### src/rtl/csvft_pkg.sv
// ----------------------------------------------------------------------------
// csvft_pkg
// Shared constants and types for the csv field tokenizer.
// ----------------------------------------------------------------------------
package csvft_pkg;

    localparam int DEF_MAX_FIELDS    = 64;
    localparam int DEF_MAX_SPACE_RUN = 255;

    localparam int CHAR_W      = 8;
    localparam int RUN_W       = 8;
    localparam int FIELD_IDX_W = 6;

    localparam logic [CHAR_W-1:0] CH_QUOTE = 8'h22;
    localparam logic [CHAR_W-1:0] CH_COMMA = 8'h2C;
    localparam logic [CHAR_W-1:0] CH_SPACE = 8'h20;

    typedef struct packed {
        logic                   has_char;
        logic [CHAR_W-1:0]      out_char;
        logic [RUN_W-1:0]       space_run;
        logic [FIELD_IDX_W-1:0] field_index;
        logic                   field_done;
        logic                   line_done;
    } t_result;

endpackage

### src/rtl/csvft_in_if.sv
// ----------------------------------------------------------------------------
// csvft_in_if
// Character channel: one line character or end-of-line mark per item.
// ----------------------------------------------------------------------------
interface csvft_in_if;
    import csvft_pkg::*;

    logic              valid;
    logic              ready;
    logic [CHAR_W-1:0] ch;
    logic              end_mark;

    modport source (output valid, output ch, output end_mark, input ready);
    modport sink (input valid, input ch, input end_mark, output ready);

endinterface

### src/rtl/csvft_out_if.sv
// ----------------------------------------------------------------------------
// csvft_out_if
// Token channel: field characters and field / line boundaries.
// ----------------------------------------------------------------------------
interface csvft_out_if;
    import csvft_pkg::*;

    logic                   valid;
    logic                   ready;
    logic                   has_char;
    logic [CHAR_W-1:0]      out_char;
    logic [RUN_W-1:0]       space_run;
    logic [FIELD_IDX_W-1:0] field_index;
    logic                   field_done;
    logic                   line_done;

    modport source (
        output valid, output has_char, output out_char, output space_run,
        output field_index, output field_done, output line_done,
        input ready
    );
    modport sink (
        input valid, input has_char, input out_char, input space_run,
        input field_index, input field_done, input line_done,
        output ready
    );

endinterface

### src/rtl/csvft_parse.sv
// ----------------------------------------------------------------------------
// csvft_parse
// Parser state machine: field mode, field counter and pending space count,
// with the next-state and result logic for one character.
// ----------------------------------------------------------------------------
module csvft_parse #(
    parameter int MAX_FIELDS    = csvft_pkg::DEF_MAX_FIELDS,
    parameter int MAX_SPACE_RUN = csvft_pkg::DEF_MAX_SPACE_RUN
) (
    input  logic                         i_clk,
    input  logic                         i_rst_n,
    input  logic                         i_step,
    input  logic [csvft_pkg::CHAR_W-1:0] i_ch,
    input  logic                         i_end_mark,
    output logic                         o_res_valid,
    output csvft_pkg::t_result           o_res
);
    import csvft_pkg::*;

    localparam int FC_W = $clog2(MAX_FIELDS);
    localparam int PS_W = $clog2(MAX_SPACE_RUN + 1);

    localparam logic [2:0] MODE_START  = 3'd0;
    localparam logic [2:0] MODE_PLAIN  = 3'd1;
    localparam logic [2:0] MODE_QUOTED = 3'd2;
    localparam logic [2:0] MODE_QSEEN  = 3'd3;
    localparam logic [2:0] MODE_TAIL   = 3'd4;

    localparam logic [FC_W-1:0] FC_LAST = FC_W'(MAX_FIELDS - 1);
    localparam logic [PS_W-1:0] PS_MAX  = PS_W'(MAX_SPACE_RUN);

    logic [2:0]      r_mode, n_mode;
    logic [FC_W-1:0] r_fc, n_fc;
    logic [PS_W-1:0] r_ps, n_ps;

    logic    emit;
    logic    close_fld;
    t_result res;

    always_comb begin
        n_mode    = r_mode;
        n_fc      = r_fc;
        n_ps      = r_ps;
        emit      = 1'b0;
        close_fld = 1'b0;
        res       = '0;
        res.field_index = FIELD_IDX_W'(r_fc);

        if (i_end_mark) begin
            emit           = 1'b1;
            res.field_done = 1'b1;
            res.line_done  = 1'b1;
            n_mode         = MODE_START;
            n_fc           = '0;
            n_ps           = '0;
        end else begin
            unique case (r_mode)
                MODE_PLAIN: begin
                    if (i_ch == CH_COMMA) begin
                        close_fld = 1'b1;
                    end else if (i_ch == CH_SPACE) begin
                        if (r_ps < PS_MAX) begin
                            n_ps = r_ps + 1'b1;
                        end
                    end else begin
                        emit          = 1'b1;
                        res.has_char  = 1'b1;
                        res.out_char  = i_ch;
                        res.space_run = RUN_W'(r_ps);
                        n_ps          = '0;
                    end
                end
                MODE_QUOTED: begin
                    if (i_ch == CH_QUOTE) begin
                        n_mode = MODE_QSEEN;
                    end else begin
                        emit         = 1'b1;
                        res.has_char = 1'b1;
                        res.out_char = i_ch;
                    end
                end
                MODE_QSEEN: begin
                    // doubled quote gives one quote character
                    if (i_ch == CH_QUOTE) begin
                        n_mode       = MODE_QUOTED;
                        emit         = 1'b1;
                        res.has_char = 1'b1;
                        res.out_char = CH_QUOTE;
                    end else if (i_ch == CH_COMMA) begin
                        close_fld = 1'b1;
                    end else begin
                        n_mode = MODE_TAIL;
                    end
                end
                MODE_TAIL: begin
                    if (i_ch == CH_COMMA) begin
                        close_fld = 1'b1;
                    end
                end
                default: begin
                    // field start, unused codes behave the same
                    if (i_ch == CH_COMMA) begin
                        close_fld = 1'b1;
                    end else if (i_ch == CH_QUOTE) begin
                        n_mode = MODE_QUOTED;
                    end else if (i_ch != CH_SPACE) begin
                        n_mode       = MODE_PLAIN;
                        n_ps         = '0;
                        emit         = 1'b1;
                        res.has_char = 1'b1;
                        res.out_char = i_ch;
                    end
                end
            endcase

            if (close_fld) begin
                emit           = 1'b1;
                res.field_done = 1'b1;
                n_mode         = MODE_START;
                n_ps           = '0;
                if (r_fc < FC_LAST) begin
                    n_fc = r_fc + 1'b1;
                end
            end
        end
    end

    always_ff @(posedge i_clk) begin
        if (!i_rst_n) begin
            r_mode <= MODE_START;
            r_fc   <= '0;
            r_ps   <= '0;
        end else if (i_step) begin
            r_mode <= n_mode;
            r_fc   <= n_fc;
            r_ps   <= n_ps;
        end
    end

    assign o_res_valid = emit;
    assign o_res       = res;

endmodule

### src/rtl/csv_field_tokenizer.sv
// a result passes through the character register and then the result register
// after its character is accepted, and is held there until it is taken
// throughput: 1 character per cycle unless the output stalls, set by the input and result registers
// characters that are skipped or held back give no result item
// reset: synchronous active low, parser returns to field start with field
// counter and pending space count at zero, both pipeline registers empty
// ----------------------------------------------------------------------------
// csv_field_tokenizer
// Splits a character stream into comma-separated fields with quote handling
// and trailing-space removal.
// ----------------------------------------------------------------------------
module csv_field_tokenizer #(
    parameter int MAX_FIELDS    = csvft_pkg::DEF_MAX_FIELDS,
    parameter int MAX_SPACE_RUN = csvft_pkg::DEF_MAX_SPACE_RUN
) (
    input  logic        i_clk,
    input  logic        i_rst_n,
    csvft_in_if.sink    i_in,
    csvft_out_if.source o_out
);
    import csvft_pkg::*;

    logic              r_in_valid;
    logic [CHAR_W-1:0] r_ch;
    logic              r_end_mark;
    logic              r_out_valid;
    t_result           r_out;

    logic    step;
    logic    in_ready;
    logic    res_valid;
    t_result res;

    // the character register advances whenever the result register is free
    assign step     = r_in_valid && (!r_out_valid || o_out.ready);
    assign in_ready = !r_in_valid || step;

    csvft_parse #(
        .MAX_FIELDS    (MAX_FIELDS),
        .MAX_SPACE_RUN (MAX_SPACE_RUN)
    ) u_parse (
        .i_clk       (i_clk),
        .i_rst_n     (i_rst_n),
        .i_step      (step),
        .i_ch        (r_ch),
        .i_end_mark  (r_end_mark),
        .o_res_valid (res_valid),
        .o_res       (res)
    );

    always_ff @(posedge i_clk) begin
        if (!i_rst_n) begin
            r_in_valid <= 1'b0;
        end else if (i_in.valid && in_ready) begin
            r_in_valid <= 1'b1;
        end else if (step) begin
            r_in_valid <= 1'b0;
        end
    end

    always_ff @(posedge i_clk) begin
        if (i_in.valid && in_ready) begin
            r_ch       <= i_in.ch;
            r_end_mark <= i_in.end_mark;
        end
    end

    always_ff @(posedge i_clk) begin
        if (!i_rst_n) begin
            r_out_valid <= 1'b0;
        end else if (step) begin
            r_out_valid <= res_valid;
        end else if (o_out.ready) begin
            r_out_valid <= 1'b0;
        end
    end

    always_ff @(posedge i_clk) begin
        if (step && res_valid) begin
            r_out <= res;
        end
    end

    assign i_in.ready        = in_ready;
    assign o_out.valid       = r_out_valid;
    assign o_out.has_char    = r_out.has_char;
    assign o_out.out_char    = r_out.out_char;
    assign o_out.space_run   = r_out.space_run;
    assign o_out.field_index = r_out.field_index;
    assign o_out.field_done  = r_out.field_done;
    assign o_out.line_done   = r_out.line_done;

endmodule
### src/flat_wrapper.sv
// flat-port wrapper written by rule: the top's interface ports become plain ports
module csv_field_tokenizer_flat import csvft_pkg::*;
#(
    parameter int MAX_FIELDS    = csvft_pkg::DEF_MAX_FIELDS,
    parameter int MAX_SPACE_RUN = csvft_pkg::DEF_MAX_SPACE_RUN
)
  (i_clk, i_rst_n, i_in_valid, i_in_ch, i_in_end_mark, i_in_ready, o_out_valid, o_out_has_char, o_out_out_char, o_out_space_run, o_out_field_index, o_out_field_done, o_out_line_done, o_out_ready);
  csvft_in_if i_in_i ();
  csvft_out_if o_out_i ();
  input  logic i_clk;
  input  logic i_rst_n;
  input wire logic [$bits(i_in_i.valid)-1:0] i_in_valid;
  input wire logic [$bits(i_in_i.ch)-1:0] i_in_ch;
  input wire logic [$bits(i_in_i.end_mark)-1:0] i_in_end_mark;
  output wire logic [$bits(i_in_i.ready)-1:0] i_in_ready;
  output wire logic [$bits(o_out_i.valid)-1:0] o_out_valid;
  output wire logic [$bits(o_out_i.has_char)-1:0] o_out_has_char;
  output wire logic [$bits(o_out_i.out_char)-1:0] o_out_out_char;
  output wire logic [$bits(o_out_i.space_run)-1:0] o_out_space_run;
  output wire logic [$bits(o_out_i.field_index)-1:0] o_out_field_index;
  output wire logic [$bits(o_out_i.field_done)-1:0] o_out_field_done;
  output wire logic [$bits(o_out_i.line_done)-1:0] o_out_line_done;
  input wire logic [$bits(o_out_i.ready)-1:0] o_out_ready;
  assign i_in_i.valid = i_in_valid;
  assign i_in_i.ch = i_in_ch;
  assign i_in_i.end_mark = i_in_end_mark;
  assign i_in_ready = i_in_i.ready;
  assign o_out_valid = o_out_i.valid;
  assign o_out_has_char = o_out_i.has_char;
  assign o_out_out_char = o_out_i.out_char;
  assign o_out_space_run = o_out_i.space_run;
  assign o_out_field_index = o_out_i.field_index;
  assign o_out_field_done = o_out_i.field_done;
  assign o_out_line_done = o_out_i.line_done;
  assign o_out_i.ready = o_out_ready;
  csv_field_tokenizer #(.MAX_FIELDS(MAX_FIELDS), .MAX_SPACE_RUN(MAX_SPACE_RUN)) u_core (.i_clk(i_clk), .i_rst_n(i_rst_n), .i_in(i_in_i), .o_out(o_out_i));
endmodule
### config.mk
export PLATFORM = sky130hd
export DESIGN_NAME = csv_field_tokenizer_flat
export DESIGN_NICKNAME = d
export VERILOG_FILES = /design/src/rtl/csvft_pkg.sv /design/src/rtl/csvft_in_if.sv /design/src/rtl/csvft_out_if.sv /design/src/rtl/csvft_parse.sv /design/src/rtl/csv_field_tokenizer.sv /design/src/flat_wrapper.sv
export SDC_FILE = /design/constraint.sdc
export NUM_CORES = 1
export LEC_CHECK = 0
export ABC_AREA = 0
export BUFFER_PORTS_ARGS = -buffer_cell sky130_fd_sc_hd__buf_2
export CAP_MARGIN = 0
export CORE_MARGIN = 2
export CORE_UTILIZATION = 26
export DETAILED_ROUTE_END_ITERATION = 10
export PLACE_DENSITY_LB_ADDON = 0.12
export SETUP_SLACK_MARGIN = 0.05
export SLEW_MARGIN = 15
export SYNTH_ARGS = -nofsm -noshare
export SYNTH_HDL_FRONTEND = slang
export SYNTH_SLANG_ARGS = --single-unit
### constraint.sdc
create_clock -name i_clk -period 8.9 [get_ports i_clk]
set_input_delay 1.335 -clock i_clk [delete_from_list [all_inputs] [get_ports i_clk]]
set_output_delay 1.335 -clock i_clk [all_outputs]
set_load 0.01 [all_outputs]
==> Yosys cells after proc, flatten, opt, wreduce, memory -nomap -nowiden <==
Index checks and enable logic that the tools add are counted.
{ "totals": {"regBits": 53, "latch_bits": 0, "ramBits": 0, "romBits": 0, "inputBits": 13, "output_inout_bits": 27, "n_memories": 0} }
{ "classes": {"add_sub_neg": 2, "multipliers": 0, "div": 0, "n_lt_le_gt_ge": 2, "n_eq_ne": 16, "n_shift": 0, "mux": 49, "bitwise": 1, "n_reduce_logical": 19} }
{ "ops": {"columns": ["cell", "count"], "rows": [
  ["2-to-1 mux 8 bit", 8],
  ["2-to-1 mux 9 bit", 5],
  ["one-hot mux 9 bit (4 select lines)", 1],
  ["2-to-1 mux 17 bit", 2],
  ["equality test 8 x 6 -> 1 bit (second input constant)", 3],
  ["2-to-1 mux 3 bit", 8],
  ["2-to-1 mux 1 bit", 18],
  ["2-to-1 mux 6 bit", 3],
  ["one-hot mux 8 bit (2 select lines)", 1],
  ["AND reduction 6 bit", 2],
  ["!= test 5 x 4 -> 1 bit (second input constant)", 2],
  ["!= test 3 x 1 -> 1 bit (second input constant)", 3],
  ["one-hot mux 3 bit (3 select lines)", 1],
  ["adder 8 x 1 -> 8 bit (second input constant)", 1],
  ["less-than comparator 8 bit (second input constant)", 1],
  ["!= test 8 x 6 -> 1 bit (second input constant)", 1],
  ["nonzero test 2 bit", 4],
  ["adder 6 x 1 -> 6 bit (second input constant)", 1],
  ["equality test 3 x 2 -> 1 bit (second input constant)", 2],
  ["less-than comparator 6 bit (second input constant)", 1],
  ["!= test 5 x 1 -> 1 bit (second input constant)", 1],
  ["nonzero test 5 bit", 1],
  ["!= test 4 x 1 -> 1 bit (second input constant)", 1],
  ["!= test 4 x 3 -> 1 bit (second input constant)", 1],
  ["other kinds (13)", 17]
]} }

==> Longest topological paths before layout <==
Gate-level depths: netlist (run 1).
{ "depth": {"word_depth": 8, "mapped_depth": 8} }

==> Modules after synthesis <==
A second synthesis (run 1) with hierarchy kept.
{ "hier_totals": {"hier_cells": 240, "hier_area_um2": 2502.4} }
{ "modules_own_cells": {"columns": ["mod", "n_inst", "cells_per_inst", "area_each_um2"], "rows": [
  ["csvft_parse", 1, 193, 1368.8],
  ["csv_field_tokenizer", 1, 47, 1133.6]
]} }

==> Worst setup path after synthesis (run 1) <==
OpenSTA, ideal clock, no wires.
{ "synth_timing": {"path_kind": "input to register", "from": "in o_out_ready", "to": "reg u_core.r_out (netlist bit u_core.o_out.field_done) (enable)", "setup_time_ns": 0.407, "arrival_time_ns": 2.692, "slack_ns": 5.801, "stages": 3, "n_path_buf": 0, "path_cell_list": "nor2b_1 > nand2b_1 > nor2_1"} }
{ "synth_via": {"elab_chain_cells": 3} }
{ "synth_rtl": {"columns": ["item", "line_no", "rtl"], "rows": [
  ["start: declaration", "flat_wrapper.sv:23", "input wire logic [$bits(o_out_i.ready)-1:0] o_out_ready;"],
  ["logical OR 1 bit", "csv_field_tokenizer.sv:35", "assign step = r_in_valid && (!r_out_valid || o_out.ready);"],
  ["logical AND 1 bit", "csv_field_tokenizer.sv:35", null],
  ["logical AND 1 bit", "csv_field_tokenizer.sv:79", "if (step && res_valid) begin"],
  ["end signal: assignment", "csv_field_tokenizer.sv:80", "r_out <= res;"],
  ["end: declaration", "csv_field_tokenizer.sv:27", "t_result r_out;"]
]} }
Every way passes these cells.
A chain may end at the register's enable or synchronous reset.

==> Worst setup path in the final report (run 1) <==
{ "layout_timing": {"from": "in o_out_ready", "to": "out i_in_ready"} }
{ "layout_via": {"elab_chain_cells": 3} }
{ "layout_rtl": {"columns": ["item", "line_no", "rtl"], "rows": [
  ["logical OR 1 bit", "csv_field_tokenizer.sv:35", null],
  ["logical AND 1 bit", "csv_field_tokenizer.sv:35", null],
  ["logical OR 1 bit", "csv_field_tokenizer.sv:36", "assign in_ready = !r_in_valid || step;"],
  ["end: declaration", "flat_wrapper.sv:15", "output wire logic [$bits(i_in_i.ready)-1:0] i_in_ready;"]
]} }
Every way passes these cells.

==> results of run 1 <==
## power breakdown
part	total [mW]	internal [mW]	switching (mW)
sequential	0.277	0.271	0.00606
combinational	0.0320	0.0120	0.0200
clock	0.132	0.0561	0.0757
## critical path, delay by kind of cell
kind | cells | cell delay [ns]
simple gates | 2 | 0.36
buf+inv | 2 | 0.24
## Yosys cell counts, types with 2 or more instances
master and n:
sky130_fd_sc_hd__o211ai_1 6, sky130_fd_sc_hd__and3_1 6, sky130_fd_sc_hd__a2111oi_0 3, sky130_fd_sc_hd__nand2b_1 10, sky130_fd_sc_hd__nand4_1 3, sky130_fd_sc_hd__a21oi_1 8
sky130_fd_sc_hd__o22ai_1 4, sky130_fd_sc_hd__o21a_1 3, sky130_fd_sc_hd__nor2b_1 6, sky130_fd_sc_hd__clkbuf_1 5, sky130_fd_sc_hd__a31oi_1 2, sky130_fd_sc_hd__nor2_1 17
sky130_fd_sc_hd__nor3_1 5, sky130_fd_sc_hd__ha_1 2, sky130_fd_sc_hd__dfxtp_1 19, sky130_fd_sc_hd__and2_1 16, sky130_fd_sc_hd__nor3b_1 2, sky130_fd_sc_hd__a22oi_1 2
sky130_fd_sc_hd__o21ai_0 9, sky130_fd_sc_hd__o31ai_1 2, sky130_fd_sc_hd__inv_1 2, sky130_fd_sc_hd__edfxtp_1 34, sky130_fd_sc_hd__nand3_1 8, sky130_fd_sc_hd__nor4b_1 2
sky130_fd_sc_hd__nand2_1 15, sky130_fd_sc_hd__or3_1 3, sky130_fd_sc_hd__xnor2_1 3
## flip-flops by register name, indices dropped and copies added (netlist names)
name and flops:
u_core.r_in_valid 1, u_core.o_out.space_run 8, u_core.u_parse.r_mode 3, u_core.r_ch 8, u_core.o_out.has_char 1, u_core.u_parse.r_fc 6, u_core.o_out.field_index 6, u_core.u_parse.r_ps 8
u_core.o_out.out_char 8, u_core.o_out.valid 1, u_core.o_out.line_done 1, u_core.o_out.field_done 1, u_core.r_end_mark 1
## per-layer routing
| metal | track usage | up-vias | routed length [um] |
|---|---|---|---|
| met2 | 0.163 | 39 | 2230 |
| li1 | - | 869 | - |
| met3 | 0.0267 | 4 | 227 |
| met5 | 0 | - | 0 |
| met1 | 0.148 | 768 | 2490 |
| met4 | 0.0464 | 0 | 76 |
## worst max path at each step
stage | from | endpoint | slack, ns
2_1_floorplan | o_out_ready | u_core.o_out.field_done | 5.80
3_3_place_gp | o_out_ready | i_in_ready | 5.66
3_5_place_dp | o_out_ready | i_in_ready | 5.63
4_1_cts | o_out_ready | i_in_ready | 5.63
5_1_grt | o_out_ready | i_in_ready | 5.59
6_report | o_out_ready | i_in_ready | 5.64
## cell families (layout without fill, tap and decap cells)
group / Yosys count / after routing / share of synthesized area
AND/OR/NAND/NOR: 100 / 100 / 0.242
flip-flops: 53 / 53 / 0.594
AO/OA/AOI/OAI: 45 / 45 / 0.128
buffers and inverters: 9 / 51 / 0.0148
XOR/XNOR: 3 / 3 / 0.0111
adder cells (fa/ha/maj): 2 / 2 / 0.0106
## area by class of cell
| type | count | area share |
|---|---|---|
| multi-input combinational | 150 | 0.336 |
| tap | 108 | 0.0490 |
| inverter | 3 | 0.00408 |
| sequential | 53 | 0.508 |
| clock buffer | 8 | 0.0290 |
| timing repair buffer | 40 | 0.0735 |
==> impl_metrics.csv, run 1 <==
group,metric,value,unit
status,run_status,"complete, no violations",
synthesis,post_synth.cell_area_avg,11.1,um^2
finish,antenna_cells_inserted,0,
pwr,p_leak,0.978,nW
synthesis,sequential_element_share_of_the_synthesized_area,0.594,
timing,fmax,306,MHz
finish,post_route_cells_drive_above_1_share,0.217,
cts,clkLatencyLatePin,0.31,ns
pwr,worst_ir_drop_vdd,0.0766,mV
worst_setup_path,worstSetupEndpointType,"output port",
floorplan,die_height,99.3,um
finish,final.fill_count,896,
place,gp_routability_congestion,0.816,
drt,remaining_drc_errors,0,
synthesis,mappedNetlistArea,2360,um^2
worst_setup_path,r2r-start,"u_core.r_ch[4]",
finish,instances_no_fill,362,
place,port_buffers,39,
timing,setup_violations,0,
cts,post-cts-setup-buffers,0,
timing,finalClockSkew,0.00739,ns
worst_setup_path,setup.worst_path.class,"input pin to output port",
worst_setup_path,slowest_cp_cell,"sky130_fd_sc_hd__nor2b_1",
cts,clkSlewWorstSetupHoldPaths,0.09,ns
global_route,global_route_usage_over_all_layers,0.108,
worst_setup_path,worst_path_largest_cell_delay,0.25,ns
finish,final_design_area_no_fill,2760,um^2
timing,fin_hold_ws,0.507,ns
global_route,grt_start_max_net_pins,26,
finish,area.sequential,1400,um^2
synthesis,synth_largest_type_area_fraction,0.432,
finish,layout.cells.most_common_list,"sky130_fd_sc_hd__buf_2 (39), sky130_fd_sc_hd__edfxtp_1 (34), sky130_fd_sc_hd__dfxtp_1 (19), sky130_fd_sc_hd__nor2_1 (16), sky130_fd_sc_hd__and2_1 (16)",
cts,ctsResizeCount,0,
global_route,residual_overflow_from_global_routing,0,
worst_setup_path,path_common_cell,"sky130_fd_sc_hd__buf_2",
worst_setup_path,r2r_slack,6.02,ns
place,detailedPlacementHpwl,3600,um
timing,worst-slew-pin-transition,0.942,ns
hold_path,hold_path_depth,0,
place,post_dp_cell_area,2680,um^2
finish,layout_commonest_cell,"sky130_fd_sc_hd__buf_2",
drt,detailedRoute.firstIterationViolations,84,
pwr,power_density,160,nW/um^2
timing,final.setup.worst_slack,5.64,ns
hold_path,hold_path_class,"register to register",
synthesis,synthDominantAreaCellType,"sky130_fd_sc_hd__edfxtp_1",
flow_run,maxCapViolations,0,
cts,largest_buffer_count_on_any_clock_path,2,
worst_setup_path,worstPathRequired,7.57,ns
timing,slew-limit-headroom,0.356,
finish,multi_input_area,927,um^2
synthesis,ys_types,42,
floorplan,die_area,9860,um^2
floorplan,pin_count,40,
synthesis,synth_fp_nets,227,
drt,postRouteWirelength,5030,um
timing,grt_setup_unrepaired,"no",
drt,drtPass1Iterations,4,
drt,drt-vias-per-instance,4.64,
drt,antenna_violating_nets_post_route,0,
worst_setup_path,crit_path_max_fanout,5,
drt,vias,1680,
finish,fin_util,0.315,
cts,cts-buffers-inserted,5,
place,dpl_worst_slack,5.63,ns
synthesis,syn_inst,212,
cts,htree_num_levels,2,
worst_setup_path,start_kind,"input pin",
hold_path,timing.hold.worst.start,"u_core.u_parse.r_fc[5]",
drt,post_dr_wirelength_cell,13.9,um
synthesis,synth_async_sr_flop_share,0,
floorplan,die_width,99.3,um
finish,area_growth,16.8,%
pwr,power,0.441,mW
cts,cts.sink_count,53,
place,dp.cells,354,
cts,number_of_hold_buffers_added_after_cts,0,
timing,report.final.slew_viol_count,0,
worst_setup_path,reg2reg_depth,7,
timing,layout_worst_path_cycle_share,0.367,
hold_path,worst_hold_path.endpoint,"u_core.o_out.field_index[5]",
worst_setup_path,cp_cell_sequence,"buf_2 > nor2b_1 > nand2_1 > buf_2",
timing,setup_tns,0,ns
floorplan,row_count,34,
synthesis,ys_ff_latch,53,
floorplan,placeableCoreArea,8760,um^2
synthesis,synth-edff-count,34,
global_route,grt_pass1_vias,1643,
synthesis,yosysWarnings,0,
cts,cts_root_buf,"sky130_fd_sc_hd__clkbuf_8",
synthesis,synth-main-ff-cell,"sky130_fd_sc_hd__edfxtp_1",
finish,fin_nets,268,
synthesis,synth.top_cells.by_area,"sky130_fd_sc_hd__edfxtp_1 (43%), sky130_fd_sc_hd__dfxtp_1 (16%), sky130_fd_sc_hd__and2_1 (4.2%), sky130_fd_sc_hd__nor2_1 (2.7%), sky130_fd_sc_hd__nand2b_1 (2.6%)",
worst_setup_path,critical_path.reg2reg.endpoint,"u_core.o_out.out_char[4]",
timing,finalHoldViolations,0,
worst_setup_path,timing.critical_path.arrival,1.93,ns
timing,post-route-min-period,3.26,ns
cts,tritoncts_clock_tree,"built",
global_route,global_route_wire_length_before_repair,8420,um
global_route,antenna_found_initial,0,
floorplan,initial_core_util,0.269,
No activity file was read; power rests on OpenSTA's default activity.
==> inputs of run 2 (changes only) <==
- ABC_AREA: 0 -> 1
- clock period: 8.9 -> 3.3 ns (I/O delays scaled with it)
==> run 2 against run 1 <==
  * Total power grew to 3.1 times the previous value
  * Sequential power grew to 2.8 times the previous value
  * Sequential cell count did not move
  * Utilization down 0.65 points
  * Count of clock-buffer cells in the layout down 3
  * Synthesized cell count is 37% higher
  * Critical endpoint is now u_core.o_out.field_done
==> impl_metrics.csv, run 2 <==
group,metric,value,unit
status,run_status,"complete, no violations",
timing,report.final.slew_viol_count,0,
drt,antenna_violating_nets_post_route,0,
synthesis,synth_most_common_cell,"sky130_fd_sc_hd__nand2_1",
timing,finalHoldViolations,0,
timing,fmax,509,MHz
worst_setup_path,critPathLaunch,"u_core.r_ch[5]",
pwr,power,1.37,mW
timing,finalClockSkew,0.00534,ns
cts,post-cts-setup-buffers,0,
cts,clkLatencyLatePin,0.31,ns
finish,antenna_cells_inserted,0,
finish,area_growth,17.2,%
finish,fin_nets,349,
place,gp_routability_congestion,0.836,
drt,postRouteWirelength,5450,um
worst_setup_path,worstPathRequired,3.30,ns
floorplan,die_width,103,um
synthesis,ys_types,26,
floorplan,placeableCoreArea,9640,um^2
drt,detailedRoute.firstIterationViolations,112,
timing,slew-limit-headroom,0.654,
hold_path,timing.hold.worst.start,"i_in_ch[6]",
floorplan,pin_count,40,
finish,layout.cells.most_common_list,"sky130_fd_sc_hd__nand2_1 (62), sky130_fd_sc_hd__nor2_1 (57), sky130_fd_sc_hd__buf_2 (39), sky130_fd_sc_hd__edfxtp_1 (34), sky130_fd_sc_hd__nand3_1 (28)",
finish,post_route_cells_drive_above_1_share,0.227,
synthesis,synth_largest_type_area_fraction,0.403,
cts,cts.sink_count,53,
pwr,power_density,462,nW/um^2
worst_setup_path,setup.worst_path.class,"register to register",
worst_setup_path,slowest_cp_cell,"sky130_fd_sc_hd__edfxtp_1",
place,detailedPlacementHpwl,4130,um
worst_setup_path,timing.critical_path.arrival,1.96,ns
drt,drtPass1Iterations,4,
timing,post-route-min-period,1.96,ns
synthesis,synth_common_cells,"sky130_fd_sc_hd__nand2_1 (62), sky130_fd_sc_hd__nor2_1 (57), sky130_fd_sc_hd__edfxtp_1 (34)",
worst_setup_path,cp_cell_sequence,"nand2_1 > nor2_4 > nand2_1 > inv_1 > nor2_1 > nand2_1 > nand3_1 > nand2_1 > inv_1 > buf_4",
place,dp.cells,460,
floorplan,die_height,103,um
synthesis,synthDominantAreaCellType,"sky130_fd_sc_hd__edfxtp_1",
synthesis,post_synth.cell_area_avg,8.71,um^2
worst_setup_path,r2r-start,"u_core.r_ch[5]",
global_route,global_route_wire_length_before_repair,9250,um
synthesis,mappedNetlistArea,2530,um^2
synthesis,synth_async_sr_flop_share,0,
global_route,grt_start_max_net_pins,26,
worst_setup_path,crit_path_max_fanout,25,
timing,setup_violations,0,
cts,cts_root_buf,"sky130_fd_sc_hd__clkbuf_8",
global_route,grt_pass1_vias,1867,
synthesis,synth.top_cells.by_area,"sky130_fd_sc_hd__edfxtp_1 (40%), sky130_fd_sc_hd__dfxtp_1 (15%), sky130_fd_sc_hd__nand2_1 (9.2%), sky130_fd_sc_hd__nor2_1 (8.4%), sky130_fd_sc_hd__nand3_1 (5.5%)",
cts,largest_buffer_count_on_any_clock_path,2,
synthesis,syn_inst,291,
worst_setup_path,worst_path_largest_cell_delay,0.45,ns
cts,clkSlewWorstSetupHoldPaths,0.10,ns
worst_setup_path,worstSetupEndpointType,"register",
global_route,global_route_usage_over_all_layers,0.114,
worst_setup_path,start_kind,"register",
cts,cts-buffers-inserted,5,
synthesis,synth-main-ff-cell,"sky130_fd_sc_hd__edfxtp_1",
finish,fin_util,0.308,
cts,tritoncts_clock_tree,"built",
floorplan,die_area,10600,um^2
drt,vias,1928,
pwr,worst_ir_drop_vdd,0.168,mV
finish,layout_commonest_cell,"sky130_fd_sc_hd__nand2_1",
floorplan,row_count,36,
finish,instances_no_fill,468,
hold_path,hold_path_class,"input pin to register",
place,port_buffers,39,
cts,number_of_hold_buffers_added_after_cts,0,
global_route,antenna_found_initial,0,
synthesis,sequential_element_share_of_the_synthesized_area,0.553,
timing,grt_setup_unrepaired,"no",
pwr,p_leak,1.24,nW
flow_run,maxCapViolations,0,
global_route,residual_overflow_from_global_routing,0,
synthesis,yosysWarnings,0,
finish,final.fill_count,1080,
synthesis,synth-edff-count,34,
drt,post_dr_wirelength_cell,11.6,um
timing,layout_worst_path_cycle_share,0.595,
timing,setup_tns,0,ns
cts,htree_num_levels,2,
floorplan,initial_core_util,0.263,
synthesis,synth_fp_nets,306,
worst_setup_path,path_common_cell,"sky130_fd_sc_hd__nand2_1",
cts,ctsResizeCount,0,
drt,drt-vias-per-instance,4.12,
drt,remaining_drc_errors,0,
synthesis,ys_ff_latch,53,
timing,worst-slew-pin-transition,0.520,ns
[run 2: layer usage]
layer | vias up | wire, um | track usage
li1 | 1023 | - | -
met1 | 861 | 2750 | 0.163
met5 | - | 0 | 0
met3 | 7 | 223 | 0.0271
met4 | 0 | 102 | 0.0425
met2 | 37 | 2380 | 0.168
[run 2: worst paths after layout]
path / endpoint / slack, ns / cells after the start
min: u_core.r_ch[6] / 0.35 / 1
max: u_core.o_out.field_done / 1.34 / 10
max reg2reg: u_core.o_out.field_done / 1.34 / 10
min reg2reg: u_core.o_out.field_index[1] / 0.51 / 0
[run 2: cells by family after synthesis]
kind of cell    after synthesis  share of synthesized area
simple gates                177                      0.329
fa+ha+maj                     2                    0.00987
buf+inv                      42                     0.0656
flops                        53                      0.553
compound gates               12                     0.0252
xor+xnor                      5                     0.0173
[run 2: per-stage QoR]
stage / hold slack [ns] / worst slack, ns / area (um^2)
finish: 0.354 / 1.34 / 2970
global route: 0.338 / 1.17 / 2970
floorplan: 0.453 / 1.34 / 2530
global placement: 0.488 / 1.32 / 2880
detailed placement: 0.483 / 1.34 / 2880
CTS: 0.343 / 1.32 / 2970
[run 2: critical path, delay by kind of cell, from the launching register on]
kind          cells  cell delay (ns)
buf+inv           3             0.45
flops             1             0.45
simple gates      7             0.75
[run 2: cell type report]
| class | instances | area [um^2] | area share |
|---|---|---|---|
| Clock buffer | 5 | 68.8 | 0.0232 |
| Multi-Input combinational cell | 196 | 967 | 0.326 |
| Sequential cell | 53 | 1400 | 0.472 |
| Clock inverter | 3 | 21.3 | 0.00716 |
| Inverter | 38 | 143 | 0.0480 |
| Timing Repair Buffer | 40 | 203 | 0.0682 |
| Tap cell | 133 | 166 | 0.0560 |
[run 2: power by group]
group	internal (mW)	switching, mW	total [mW]
clock network	0.151	0.227	0.378
logic	0.0715	0.142	0.213
registers	0.755	0.0256	0.781
total	0.978	0.394	1.37
==> inputs of run 3 (changes only) <==
- ABC_AREA: 1 -> 0
- clock period: 3.3 -> 1.9 ns (I/O delays scaled with it)
==> run 3 against run 2 <==
  * The run now ends with negative setup slack left
  * Total power grew 59%
  * Hold slack lost 0.21 ns
  * Clock power grew 64%
  * Setup slack lost 1.7 ns
  * Combinational power grew 27%
  * Global-route usage grew 1.1 points
  * Count of clock-buffer cells in the layout grew 2
  * Utilization grew 9.2 points
  * Clock skew grew 0.010 ns
  * Sequential power grew 65%
  * Critical endpoint is now u_core.o_out.out_char[5]
==> impl_metrics.csv, run 3 (synthesis gave the netlist of run 1 again) <==
group,metric,value,unit
cts,tritoncts_clock_tree,"built",
timing,slew-limit-headroom,0.699,
global_route,global_route_usage_over_all_layers,0.125,
cts,largest_buffer_count_on_any_clock_path,2,
cts,clkLatencyLatePin,0.31,ns
cts,clkSlewWorstSetupHoldPaths,0.10,ns
timing,final.setup.worst_slack,-0.362,ns
place,gp_routability_congestion,0.839,
drt,drtPass1Iterations,4,
timing,finalHoldViolations,0,
finish,layout_commonest_cell,"sky130_fd_sc_hd__buf_4",
drt,detailedRoute.firstIterationViolations,74,
drt,antenna_violating_nets_post_route,0,
timing,finalClockSkew,0.0155,ns
drt,met2_length,2800,um
drt,vias,1945,
worst_setup_path,start_kind,"register",
finish,area_growth,48.6,%
cts,number_of_hold_buffers_added_after_cts,0,
global_route,grt_start_max_net_pins,21,
global_route,grt_pass1_vias,1934,
cts,cts-buffers-inserted,5,
timing,fmax,442,MHz
worst_setup_path,slowest_cp_cell,"sky130_fd_sc_hd__or4b_4",
pwr,worst_ir_drop_vdd,0.242,mV
finish,layout.cells.most_common_list,"sky130_fd_sc_hd__buf_4 (48), sky130_fd_sc_hd__buf_2 (39), sky130_fd_sc_hd__edfxtp_1 (34), sky130_fd_sc_hd__dfxtp_1 (19), sky130_fd_sc_hd__and2_1 (15)",
timing,worst-slew-pin-transition,0.449,ns
timing,layout_worst_path_cycle_share,1.19,
drt,drt-vias-per-instance,4.61,
drt,postRouteWirelength,5870,um
floorplan,die_height,99.3,um
drt,met3WireLength,196,um
worst_setup_path,setup.worst_path.class,"register to register",
global_route,antenna_found_initial,0,
place,port_buffers,39,
global_route,global_route_wire_length_before_repair,9740,um
timing,report.final.slew_viol_count,0,
drt,topRoutingLayerUsed,"met4",
worst_setup_path,cp_cell_sequence,"or4b_4 > a2111oi_4 > buf_4 > a22oi_2 > nand2_2 > o21a_4 > nor2_4 > clkbuf_16",
hold_path,hold_path_class,"input pin to register",
worst_setup_path,worst_path_dominant_cell_family,"simple AND/OR/NAND/NOR gates",
place,detailedPlacementHpwl,3940,um
flow_run,maxCapViolations,0,
floorplan,die_width,99.3,um
floorplan,pin_count,40,
worst_setup_path,worst_path_largest_cell_delay,0.59,ns
timing,grt_setup_unrepaired,"yes",
pwr,p_leak,1.36,nW
drt,route.layer.met1.wl,2830,um
timing,post-route-min-period,2.26,ns
worst_setup_path,cp.buffers_inverters,2,
worst_setup_path,crit_path_max_fanout,4,
drt,post_dr_wirelength_cell,13.9,um
finish,fin_util,0.400,
cts,htree_num_levels,2,
timing,setup_violations,56,
floorplan,placeableCoreArea,8760,um^2
pwr,power_density,622,nW/um^2
finish,post_route_cells_drive_above_1_share,0.462,
worst_setup_path,timing.critical_path.arrival,2.33,ns
worst_setup_path,worstSetupEndpointType,"register",
drt,remaining_drc_errors,0,
place,dpl_worst_slack,-0.521,ns
cts,cts_root_buf,"sky130_fd_sc_hd__clkbuf_8",
global_route,residual_overflow_from_global_routing,0,
cts,cts.sink_count,53,
finish,antenna_cells_inserted,0,
status,run_status,"complete, but fails checks",
floorplan,row_count,34,
worst_setup_path,worstPathRequired,1.97,ns
floorplan,initial_core_util,0.269,
timing,setup_tns,-14.23,ns
timing,fin_hold_ws,0.146,ns
finish,fin_nets,328,
status,failing_checks,"negative setup slack",
floorplan,die_area,9860,um^2
==> run 3: changes by cell type in the layout (fill, tap and decap cells not counted), sizes merged, moves of 7 or more <==
cell,previous run,this run
buf,40,98
nand2,65,15
nor2,62,18
inv,39,3
nand3,35,8
and2,0,16
nand2b,0,10
o21ai,2,9
==> run 3: power by group <==
part	switching, mW	internal [mW]
clock network	0.359	0.260
registers	0.0229	1.27
logic	0.138	0.132
total	0.521	1.66
==> run 3: metal layers <==
layer	GRT usage	up-vias
met4	0.0411	0
met3	0.0253	2
met1	0.169	912
met5	0	-
met2	0.202	37
li1	-	994
==> run 3: cell type report <==
type	count	area, um^2
Fill cell	875	5250
Sequential cell	53	1400
Multi-Input combinational cell	151	1160
Timing Repair Buffer	99	713
Tap cell	108	135
Clock buffer	7	76.3
Inverter	3	13.8
Clock inverter	1	5.00
==> run 3: final timing paths <==
check	start	depth (start not counted)	slack (ns)	endpoint
worst min-delay path	i_in_ch[7]	1	0.15	u_core.r_ch[7]
worst max-delay path	u_core.r_ch[7]	8	-0.36	u_core.o_out.out_char[5]
worst max register to register	u_core.r_ch[7]	8	-0.36	u_core.o_out.out_char[5]
worst min register to register	u_core.u_parse.r_fc[5]	0	0.51	u_core.o_out.field_index[5]
==> run 3: timing repair <==
item | 4_1_cts | 5_1_grt
endpoints found under the setup margin | 56 | 57
buffers inserted | 15 | 4
gates cloned | 3 | 0
pin swaps | 21 | 23
resized for setup | 48 | 19
==> run 3: metrics by stage <==
step           std cells  cell area [um^2]  power (mW)
5_1_grt              422              3510        2.28
2_1_floorplan        212              2370        1.41
6_report             422              3510        2.18
3_3_place_gp         398              3020        1.52
4_1_cts              424              3460        2.20
3_5_place_dp         398              3020        1.52
